**src/rtl/sdtp_pkg.sv**
```systemverilog
// Types and character constants of the decimal text parser.
`timescale 1ns / 1ps

package sdtp_pkg;

  localparam int unsigned ByteW  = 8;
  localparam int unsigned ValueW = 32;

  localparam logic [ByteW-1:0] CharSpace = 8'h20;
  localparam logic [ByteW-1:0] CharMinus = 8'h2D;
  localparam logic [ByteW-1:0] CharZero  = 8'h30;
  localparam logic [ByteW-1:0] DigitMax  = 8'd9;

  typedef enum logic [1:0] {
    ST_OK     = 2'd0,
    ST_EMPTY  = 2'd1,
    ST_SYNTAX = 2'd2
  } status_e;

  typedef struct packed {
    status_e                  status;
    logic signed [ValueW-1:0] value;
  } result_t;

endpackage

```
**src/rtl/sdtp_in_if.sv**
```systemverilog
// Input channel: one ASCII byte per word.
`timescale 1ns / 1ps

interface sdtp_in_if;
  logic       valid;
  logic       ready;
  logic [7:0] in_byte;

  modport source (output valid, output in_byte, input ready);
  modport sink   (input valid, input in_byte, output ready);
endinterface

```
**src/rtl/sdtp_out_if.sv**
```systemverilog
// Output channel: one parse result per word.
`timescale 1ns / 1ps

interface sdtp_out_if;
  logic               valid;
  logic               ready;
  logic [1:0]         status;
  logic signed [31:0] value;

  modport source (output valid, output status, output value, input ready);
  modport sink   (input valid, input status, input value, output ready);
endinterface

```
**src/rtl/sdtp_in_stage.sv**
```systemverilog
// Input register of the parser: holds one byte until the core takes it.
`timescale 1ns / 1ps

module sdtp_in_stage (
  input  logic                        clk_i,
  input  logic                        rst_ni,
  sdtp_in_if.sink                     in_i,
  input  logic                        adv_i,
  output logic                        vld_o,
  output logic [sdtp_pkg::ByteW-1:0]  byte_o
);

  logic                       vld_q, vld_d;
  logic [sdtp_pkg::ByteW-1:0] byte_q;
  logic                       take;

  // Accept a word whenever the register is empty or drains this cycle
  assign in_i.ready = !vld_q || adv_i;
  assign take       = in_i.valid && in_i.ready;

  always_comb begin
    vld_d = vld_q;
    if (take) begin
      vld_d = 1'b1;
    end else if (adv_i) begin
      vld_d = 1'b0;
    end
  end

  always_ff @(posedge clk_i or negedge rst_ni) begin
    if (!rst_ni) begin
      vld_q <= 1'b0;
    end else begin
      vld_q <= vld_d;
    end
  end

  // Capture payload
  always_ff @(posedge clk_i) begin
    if (take) begin
      byte_q <= in_i.in_byte;
    end
  end

  assign vld_o  = vld_q;
  assign byte_o = byte_q;

endmodule

```
**src/rtl/sdtp_core.sv**
```systemverilog
// Parser state and per-byte decode: accumulate digits, emit a result on end.
`timescale 1ns / 1ps

module sdtp_core (
  input  logic                        clk_i,
  input  logic                        rst_ni,
  input  logic                        step_i,
  input  logic [sdtp_pkg::ByteW-1:0]  byte_i,
  output logic                        emit_o,
  output sdtp_pkg::result_t           res_o
);

  logic                        in_number_q, in_number_d;
  logic                        negative_q, negative_d;
  logic [sdtp_pkg::ValueW-1:0] acc_q, acc_d;

  logic [sdtp_pkg::ByteW-1:0]  digit;
  logic                        is_digit;
  logic [sdtp_pkg::ValueW-1:0] acc_x10;
  logic [sdtp_pkg::ValueW-1:0] magnitude;
  logic                        emit;
  sdtp_pkg::result_t           res;

  // Decode digit; times ten as shift-add, wrapping at 32 bits
  assign digit    = byte_i - sdtp_pkg::CharZero;
  assign is_digit = (digit <= sdtp_pkg::DigitMax);
  assign acc_x10  = {acc_q[sdtp_pkg::ValueW-4:0], 3'b000}
                  + {acc_q[sdtp_pkg::ValueW-2:0], 1'b0}
                  + {{(sdtp_pkg::ValueW-sdtp_pkg::ByteW){1'b0}}, digit};
  assign magnitude = negative_q ? (sdtp_pkg::ValueW'(0) - acc_q) : acc_q;

  // Next state and result for the byte in the input register
  always_comb begin
    in_number_d = in_number_q;
    negative_d  = negative_q;
    acc_d       = acc_q;
    emit        = 1'b0;
    res.status  = sdtp_pkg::ST_OK;
    res.value   = '0;
    if (!in_number_q) begin
      if (byte_i < sdtp_pkg::CharSpace) begin
        emit       = 1'b1;
        res.status = sdtp_pkg::ST_EMPTY;
      end else if (byte_i == sdtp_pkg::CharSpace) begin
        // skip leading space
      end else if (byte_i == sdtp_pkg::CharMinus) begin
        negative_d  = 1'b1;
        in_number_d = 1'b1;
      end else if (!is_digit) begin
        emit       = 1'b1;
        res.status = sdtp_pkg::ST_SYNTAX;
      end else begin
        acc_d       = {{(sdtp_pkg::ValueW-sdtp_pkg::ByteW){1'b0}}, digit};
        in_number_d = 1'b1;
      end
    end else begin
      if (byte_i <= sdtp_pkg::CharSpace) begin
        emit       = 1'b1;
        res.status = sdtp_pkg::ST_OK;
        res.value  = magnitude;
      end else if (!is_digit) begin
        emit       = 1'b1;
        res.status = sdtp_pkg::ST_SYNTAX;
      end else begin
        acc_d = acc_x10;
      end
    end
    // Return to start after every result
    if (emit) begin
      in_number_d = 1'b0;
      negative_d  = 1'b0;
      acc_d       = '0;
    end
  end

  // Advance state only on a processed byte
  always_ff @(posedge clk_i or negedge rst_ni) begin
    if (!rst_ni) begin
      in_number_q <= 1'b0;
      negative_q  <= 1'b0;
      acc_q       <= '0;
    end else if (step_i) begin
      in_number_q <= in_number_d;
      negative_q  <= negative_d;
      acc_q       <= acc_d;
    end
  end

  assign emit_o = step_i && emit;
  assign res_o  = res;

endmodule

```
**src/rtl/sdtp_out_stage.sv**
```systemverilog
// Result register of the parser: holds a word until the receiver takes it.
`timescale 1ns / 1ps

module sdtp_out_stage (
  input  logic              clk_i,
  input  logic              rst_ni,
  input  logic              load_i,
  input  sdtp_pkg::result_t res_i,
  output logic              stall_o,
  sdtp_out_if.source        out_o
);

  logic              vld_q, vld_d;
  sdtp_pkg::result_t res_q;

  // Set on load, drop once the receiver takes the word
  always_comb begin
    vld_d = vld_q;
    if (load_i) begin
      vld_d = 1'b1;
    end else if (out_o.ready) begin
      vld_d = 1'b0;
    end
  end

  always_ff @(posedge clk_i or negedge rst_ni) begin
    if (!rst_ni) begin
      vld_q <= 1'b0;
    end else begin
      vld_q <= vld_d;
    end
  end

  always_ff @(posedge clk_i) begin
    if (load_i) begin
      res_q <= res_i;
    end
  end

  assign stall_o      = vld_q && !out_o.ready;
  assign out_o.valid  = vld_q;
  assign out_o.status = res_q.status;
  assign out_o.value  = res_q.value;

endmodule

```
**src/rtl/signed_decimal_text_parser.sv**
```systemverilog
// Top level of the signed decimal text parser.
//
// Input channel in_i carries one ASCII byte per word; output channel out_o
// carries a status (ok, empty line, syntax error) and a 32-bit signed value.
// Leading spaces are skipped, an optional minus may precede the digits, and
// any byte at or below space after the number starts ends it. A control
// byte before the number reports an empty line; other non-digits report a
// syntax error. The ending or bad byte is consumed.
//
// Throughput is one byte per cycle while the receiver does not stall. A
// byte is held in the input register, decoded against the parser state,
// and its result (if any) is loaded into the result register, which drives
// out_o. The times-ten shift-add feeding the accumulator sets the critical
// path.
// Reset clears the parser state and both valid flags. When the receiver
// stalls, the result word holds and the input register fills; in_i.ready
// then drops until the result word is taken.
`timescale 1ns / 1ps

module signed_decimal_text_parser (
  input  logic       clk_i,
  input  logic       rst_ni,
  sdtp_in_if.sink    in_i,
  sdtp_out_if.source out_o
);

  logic                       in_vld;
  logic [sdtp_pkg::ByteW-1:0] in_byte;
  logic                       out_stall;
  logic                       step;
  logic                       emit;
  sdtp_pkg::result_t          res;

  // Process the held byte unless the result word is stalled
  assign step = in_vld && !out_stall;

  sdtp_in_stage u_in (
    .clk_i  (clk_i),
    .rst_ni (rst_ni),
    .in_i   (in_i),
    .adv_i  (step),
    .vld_o  (in_vld),
    .byte_o (in_byte)
  );

  sdtp_core u_core (
    .clk_i  (clk_i),
    .rst_ni (rst_ni),
    .step_i (step),
    .byte_i (in_byte),
    .emit_o (emit),
    .res_o  (res)
  );

  sdtp_out_stage u_out (
    .clk_i   (clk_i),
    .rst_ni  (rst_ni),
    .load_i  (emit),
    .res_i   (res),
    .stall_o (out_stall),
    .out_o   (out_o)
  );

endmodule

```
**src/flat_wrapper.sv**
```systemverilog
// flat-port wrapper written by rule: the top's interface ports become plain ports
module signed_decimal_text_parser_flat 
  (clk_i, rst_ni, in_i_valid, in_i_in_byte, in_i_ready, out_o_valid, out_o_status, out_o_value, out_o_ready);
  sdtp_in_if in_i_i ();
  sdtp_out_if out_o_i ();
  input  logic clk_i;
  input  logic rst_ni;
  input wire logic [$bits(in_i_i.valid)-1:0] in_i_valid;
  input wire logic [$bits(in_i_i.in_byte)-1:0] in_i_in_byte;
  output wire logic [$bits(in_i_i.ready)-1:0] in_i_ready;
  output wire logic [$bits(out_o_i.valid)-1:0] out_o_valid;
  output wire logic [$bits(out_o_i.status)-1:0] out_o_status;
  output wire logic [$bits(out_o_i.value)-1:0] out_o_value;
  input wire logic [$bits(out_o_i.ready)-1:0] out_o_ready;
  assign in_i_i.valid = in_i_valid;
  assign in_i_i.in_byte = in_i_in_byte;
  assign in_i_ready = in_i_i.ready;
  assign out_o_valid = out_o_i.valid;
  assign out_o_status = out_o_i.status;
  assign out_o_value = out_o_i.value;
  assign out_o_i.ready = out_o_ready;
  signed_decimal_text_parser u_core (.clk_i(clk_i), .rst_ni(rst_ni), .in_i(in_i_i), .out_o(out_o_i));
endmodule
```
**config.mk**
```make
export PLATFORM = sky130hd
export DESIGN_NAME = signed_decimal_text_parser_flat
export DESIGN_NICKNAME = d
export VERILOG_FILES = /design/src/rtl/sdtp_pkg.sv /design/src/rtl/sdtp_in_if.sv /design/src/rtl/sdtp_out_if.sv /design/src/rtl/sdtp_in_stage.sv /design/src/rtl/sdtp_core.sv /design/src/rtl/sdtp_out_stage.sv /design/src/rtl/signed_decimal_text_parser.sv /design/src/flat_wrapper.sv
export SDC_FILE = /design/constraint.sdc
export NUM_CORES = 1
export LEC_CHECK = 0
export ABC_AREA = 1
export BUFFER_PORTS_ARGS = -buffer_cell sky130_fd_sc_hd__buf_2
export CAP_MARGIN = 20
export CELL_PAD_IN_SITES_DETAIL_PLACEMENT = 0
export CELL_PAD_IN_SITES_GLOBAL_PLACEMENT = 1
export CORE_MARGIN = 2
export CORE_UTILIZATION = 41
export DETAILED_ROUTE_END_ITERATION = 8
export GPL_ROUTABILITY_DRIVEN = 0
export HOLD_SLACK_MARGIN = 0.15
export MAX_ROUTING_LAYER = met4
export PLACE_DENSITY_LB_ADDON = 0.1
export SLEW_MARGIN = 40
export SYNTH_ARGS = -nofsm -noshare
export SYNTH_HDL_FRONTEND = slang
export SYNTH_SLANG_ARGS = --single-unit
```
**constraint.sdc**
```tcl
create_clock -name clk_i -period 2.7 [get_ports clk_i]
set_clock_uncertainty 0.1 [all_clocks]
set_input_delay 0.54 -clock clk_i [delete_from_list [all_inputs] [get_ports clk_i]]
set_output_delay 0.54 -clock clk_i [all_outputs]
set_load 0.02 [all_outputs]
```
Word-level counts from Yosys, hierarchy flattened
Index checks and enable logic that the tools add are counted.
- register bits: 78
- bits in latches: 0
- RAM bits: 0
- memory bits (read-only): 0
- input bits: 12
- memories: 0
- add/sub/neg operators: 4
- multipliers: 0
- divide/modulo/power cells: 0
- $lt $le $gt $ge: 3
- eq/ne operators: 9
- shifts and indexed selects: 0
- muxes and demuxes: 36
- bitwise operators: 0
- reduce and logical (&&, ||, !) cells: 15
- operator list (operator ; count):
    $mux W32 ; 9
    $add A32 B32 Y32 ; 1
    $add A32 B8 Y32 ; 1
    $sub A1 B32 Y32 const A ; 1
    $mux W1 ; 21
    $eq A8 B6 Y1 const B ; 2
    $mux W2 ; 6
    $ne A3 B3 Y1 const B ; 4
    $le A8 B4 Y1 const B ; 1
    $le A8 B6 Y1 const B ; 1
    $lt A8 B6 Y1 const B ; 1
    $reduce_bool A2 Y1 ; 4
    $sub A8 B6 Y8 const B ; 1
    $reduce_and A6 Y1 ; 1
    $reduce_and A5 Y1 ; 1
    $logic_and A1 B1 Y1 ; 4
    $ne A2 B2 Y1 const B ; 2
    $logic_not A1 Y1 ; 3
    $ne A2 B1 Y1 const B ; 1
    $reduce_and A2 Y1 ; 1
    $logic_or A1 B1 Y1 ; 1

Depth between registers and ports, before layout
- word-level depth: 9
- mapped depth: 17
- depth with buffers taken out: 17

Hierarchy
From an unflattened synthesis, not the netlist that was laid out.
- cell total of the unflattened synthesis: 946
- area total of the unflattened synthesis: 6598.8 um2
- modules (own cells, without submodules) (module ; instances ; cells an instance ; area each (um2) ; sequential area each (um2)):
    sdtp_core ; 1 ; 890 ; 5236.3 ; 850.8
    sdtp_out_stage ; 1 ; 40 ; 1067.3 ; 1046.0
    sdtp_in_stage ; 1 ; 14 ; 285.3 ; 265.3
    signed_decimal_text_parser ; 1 ; 2 ; 10.0 ; 0.0

Worst setup path after synthesis
Ideal clock, no wire load.
- path kind: register to register
- start point: reg u_core.u_in.byte_q, in the netlist u_core.u_in.byte_o[5]
- end point: reg u_core.u_core.acc_q[31] in the netlist's numbering
- data arrival time: 2546 ps
- required time: 2483 ps
- slack: -63 ps
- cell stages (with the launch flop): 16
- clock period less this slack: 2763 ps
- path through: edfxtp_1 ha_1 xnor2_1 fa_1 ha_1 nand2_1 nor2_1 nand2_1 nand3_1 nand2_1 nand2_1 nand2_1 nand2_1 nand2_1 nand3_1 nand2_1
- word-level cells in the longest chain between the ends: 9
- elaborated cells between the ends (all ways): 23
- classes of those cells: 2 x add/sub; 3 x order compare; 6 x eq/ne; 10 x mux; 2 x reduce/logical
- RTL lines (what ; line ; RTL):
    start: declaration ; sdtp_in_stage.sv:14 ; logic [sdtp_pkg::ByteW-1:0] byte_q;
    start signal: assignment ; sdtp_in_stage.sv:41 ; byte_q <= in_i.in_byte;
    $sub A8 B6 Y8 ; sdtp_core.sv:25 ; assign digit = byte_i - sdtp_pkg::CharZero;
    $le A8 B4 Y1 ; sdtp_core.sv:26 ; assign is_digit = (digit <= sdtp_pkg::DigitMax);
    $mux W1 ; sdtp_core.sv:49, sdtp_core.sv:61 ;
    $mux W1 ; sdtp_core.sv:46 ; end else if (byte_i == sdtp_pkg::CharMinus) begin
    $mux W1 ; sdtp_core.sv:44 ; end else if (byte_i == sdtp_pkg::CharSpace) begin
    $mux W1 ; sdtp_core.sv:41 ; if (byte_i < sdtp_pkg::CharSpace) begin
    $mux W1 ; sdtp_core.sv:40 ; if (!in_number_q) begin
    $ne A3 B3 Y1 (no line) or $reduce_bool A2 Y1 (tied branches) ; -- ;
    $reduce_and A6 Y1 (no line) ; -- ;
    end signal: assignment ; sdtp_core.sv:81 ; acc_q <= '0;
    end signal: assignment ; sdtp_core.sv:85 ; acc_q <= acc_d;
    end: declaration ; sdtp_core.sv:15 ; logic [sdtp_pkg::ValueW-1:0] acc_q, acc_d;
Several ways; a longest one is shown, not always the timed one. The select of a mux whose other input is x is not followed.
A chain may end at the register's enable or synchronous reset.

Worst setup path in the final report
- start point: reg u_core.u_in.byte_q, in the netlist u_core.u_in.byte_o[5]
- end point: reg u_core.u_core.acc_q[23] in the netlist's numbering
Same word-level chain as after synthesis.

==> results.sh <==
export IMPL_grt_overflow=0
export IMPL_utilization_pct=53.7
export IMPL_synth_edf_count=42
export IMPL_synth_cell_types=44
export IMPL_worst_pin_slew_ps=579
export IMPL_syn_num_nets=1015
export IMPL_detailed_place_hpwl_mm=14.6
export IMPL_grt_total_usage_pct=22.6
export IMPL_grt_max_degree=37
export IMPL_power_switching_share_pct=31.8
export IMPL_io_pins=48
export IMPL_area_growth_syn_to_layout_pct=28.1
export IMPL_h_tree_depth=3
export IMPL_synth_simple_area_share_pct=35.0
export IMPL_layout_cells_non_filler=1266
export IMPL_drc=0
export IMPL_syn_cell_area_um2=6640
export IMPL_comb_power_share_pct=27.8
export IMPL_arrival_ps=2900
export IMPL_critPathMostFrequentCell="nand2_1"
export IMPL_die_area_um2=17200
export IMPL_finalSetupViolations=15
export IMPL_finalPower_w=0.00365
export IMPL_yosys_most_used_dff="edfxtp_1"
export IMPL_clk_pin_slew_worst_paths_ps=60
export IMPL_dr_pass1_iters=5
export IMPL_wl_mm=19.1
export IMPL_diodes=0
export IMPL_worstHoldPathType="in2reg"
export IMPL_vias=6258
export IMPL_critPathMaxStageDelay_ps=490
export IMPL_synth_area_leader_cell="edfxtp_1"
export IMPL_critical_path_max_fanout=5
export IMPL_rr_endpoint="u_core.u_core.acc_q[23]"
export IMPL_die_h_um=131
export IMPL_final_nets=1121
export IMPL_grt_pass1_wl_mm=30.2
export IMPL_grt_pass1_vias=5893
export IMPL_yosysTopAreaCellShare_pct=19.0
export IMPL_clock_sinks=78
export IMPL_r2r_cells=16
export IMPL_root_buffer="clkbuf_16"
export IMPL_drt_iter0_drc=333
export IMPL_die_x_um=131
export IMPL_status="finished, violations left"
export IMPL_setup_ws_ps=-68.4
export IMPL_cts_buffer_depth=2
export IMPL_start_util_pct=41.9
export IMPL_slew_viol_final=0
export IMPL_synth_common_cells="304 x nand2_1, 129 x inv_1, 106 x nor2_1"
export IMPL_relSlewSlack_pct=61.4
export IMPL_synth_top_family_by_area="simple AND/OR/NAND/NOR gates"
export IMPL_insertion_delay_ps=350
export IMPL_sequentialPowerShare_pct=38.6
export IMPL_cts_tree="yes"
export IMPL_synth_area_per_cell_um2=7.07
export IMPL_dp_cells=1229
export IMPL_cp_start_kind="flip-flop"
export IMPL_peakVddDrop_mv=0.277
export IMPL_ys_warn_count=0
export IMPL_power_switching_w=0.00116
export IMPL_fmax_mhz=361
export IMPL_drive_gt1_share_pct=25.2
export IMPL_core_um2=15800
export IMPL_vias_per_cell=4.94
export IMPL_crit_type="reg2reg"
export IMPL_fillers=1552
export IMPL_path_buf_inv=2
export IMPL_synth_mux_area_share_pct=0.151
export IMPL_r2r_setup_slack_ps=-70
export IMPL_cp_slowest_cell="edfxtp_1"
export IMPL_seq_area_frac_synth_pct=32.6
export IMPL_rsz0062_at_grt="yes"
export IMPL_cp_end_kind="flip-flop"
export IMPL_synth_xor_xnor_area_share_pct=2.38
export IMPL_hold_path_depth=1
export IMPL_wl_per_cell_um=15.1
export IMPL_violations="negative setup slack"
export IMPL_clkPwrFrac_pct=33.6
export IMPL_path_cells="ha_4 > inv_2 > fa_1 > ha_4 > buf_6 > nand2_8 > nor2_4 > nand2_1 > nand3_2 > nand2_2 > nand2_4 > nand2_4 > nand2_1 > nand2_1 > nand3_2 > nand2_1"
export IMPL_ant_nets=0
export IMPL_synth_compound_area_share_pct=8.32
export IMPL_syn_inst=939
export IMPL_hold_ws_ps=270
export IMPL_maxCapViolCount=0
export IMPL_p_int_w=0.00249
export IMPL_synth_area_leaders="edfxtp_1 19%, nand2_1 17%, dfrtp_1 14%, ha_1 11%, inv_1 7.3%"
export IMPL_hold_viol=0
export IMPL_synth_fa_ha_area_share_pct=12.7
export IMPL_antenna_found_initial=0
export IMPL_fin_crit_sh_pct=103
export IMPL_period_minus_slack_ps=2770
export IMPL_numPortBuffers=47
export IMPL_power_density_nw_per_um2=430
export IMPL_ys_seq_elements=78
export IMPL_rows=46
export IMPL_r2r_start="u_core.u_in.byte_o[5]"
export IMPL_crit_family="adder cells"
export IMPL_critPathRequiredTime_ps=2840
export IMPL_async_flop_share_pct=46.2
export IMPL_holdPathEnd="u_core.u_in.byte_o[3]"
export IMPL_synth_most_common_cell="nand2_1"
export IMPL_power_leakage_nw=4.48
export IMPL_hold_path_startpoint="in_i_in_byte[3]"
export IMPL_numCtsBuffers=9
==> layout make-up <==
| cell class | count | area (um2) | area share [%] |
|---|---|---|---|
| Clock buffer | 11 | 233 | 2.74 |
| Clock inverter | 5 | 58.8 | 0.692 |
| Inverter | 133 | 508 | 5.98 |
| Multi-Input combinational cell | 715 | 4460 | 52.5 |
| Sequential cell | 78 | 2160 | 25.4 |
| Tap cell | 216 | 270 | 3.18 |
| Timing Repair Buffer | 108 | 805 | 9.47 |
==> kinds of logic (layout without fill, tap and decap cells) <==
kind of cell	count (synthesis)	in the layout
muxes	1	1
and+or+nand+nor	532	532
adders and majority gates	64	64
xor gates and xnor gates	18	18
buffers and inverters	146	257
DFF	78	78
AOI/OAI and AO/OA	100	100
==> metrics by stage <==
step	worst slack, ps	setup TNS [ps]	instance area (um2)
2_1_floorplan	1.31	0	6640
3_3_place_gp	-129	-1470	7370
3_5_place_dp	-209	-2840	7380
4_1_cts	-31.7	-151	8000
5_1_grt	-216	-4570	8500
6_report	-68.4	-439	8500
==> cells in the final DEF, fill, tap and decap left out, drive strengths merged, types with 4 or more instances in the layout <==
master  count
a21oi      45
buf       104
clkbuf     14
dfrtp      36
edfxtp     42
fa          6
ha         58
inv       132
nand2     309
nand3      67
nand4      15
nor2      114
nor3       18
o21ai      43
o21bai      4
xnor2      11
xor2        7
==> worst max-delay path by stage <==
| stage | from | endpoint | slack, ps | cells past startpoint |
|---|---|---|---|---|
| final | u_core.u_in.byte_o[5] | u_core.u_core.acc_q[23] | -70 | 16 |
| after global routing | u_core.u_in.byte_o[5] | u_core.u_core.acc_q[18] | -220 | 16 |
| after CTS | u_core.u_in.byte_o[5] | u_core.u_core.acc_q[29] | -30 | 18 |
| after detailed placement | u_core.u_in.byte_o[5] | u_core.u_core.acc_q[30] | -210 | 17 |
| after global placement | u_core.u_in.byte_o[4] | u_core.u_core.acc_q[31] | -130 | 15 |
| after floorplan | u_core.u_in.byte_o[5] | u_core.u_core.acc_q[31] | 1 | 15 |
==> power groups by stage <==
stage	registers (W)	logic, W	clock network (W)
after floorplan	0.00152	0.000402	0
after global placement	0.00143	0.000750	0
after detailed placement	0.00143	0.000751	0
after CTS	0.00141	0.000863	0.00125
after global routing	0.00142	0.00109	0.00129
final	0.00141	0.00102	0.00123
==> per-layer routing <==
metal | track usage, % | vias to the layer above | share of wire, %
met2 | 33.5 | 109 | 44
met5 | - | - | 0
met3 | 3.01 | 12 | 3.2
met1 | 33.1 | 2886 | 52
li1 | - | 3251 | -
met4 | 4.47 | 0 | 1.1
==> flip-flops by register name (all words and copies together) (netlist names) <==
| register | count |
|---|---|
| u_core.u_core.negative_q | 1 |
| u_core.u_core.acc_q | 32 |
| u_core.u_core.in_number_q | 1 |
| u_core.u_out.out_o.value | 32 |
| u_core.u_out.out_o.status | 2 |
| u_core.u_in.vld_o | 1 |
| u_core.u_in.byte_o | 8 |
| u_core.u_out.out_o.valid | 1 |
==> repair_timing <==
item                                    in CTS  in global routing
hold buffers                                 1                  0
endpoints found under the setup margin      26                 60
cloned                                       0                  5
pin swaps                                   38                 55
buffers inserted                             6                  9
resized for setup                           66                 86
hold endpoints to repair                    36                  0
Note: power is estimated with default switching activity, not from simulation.
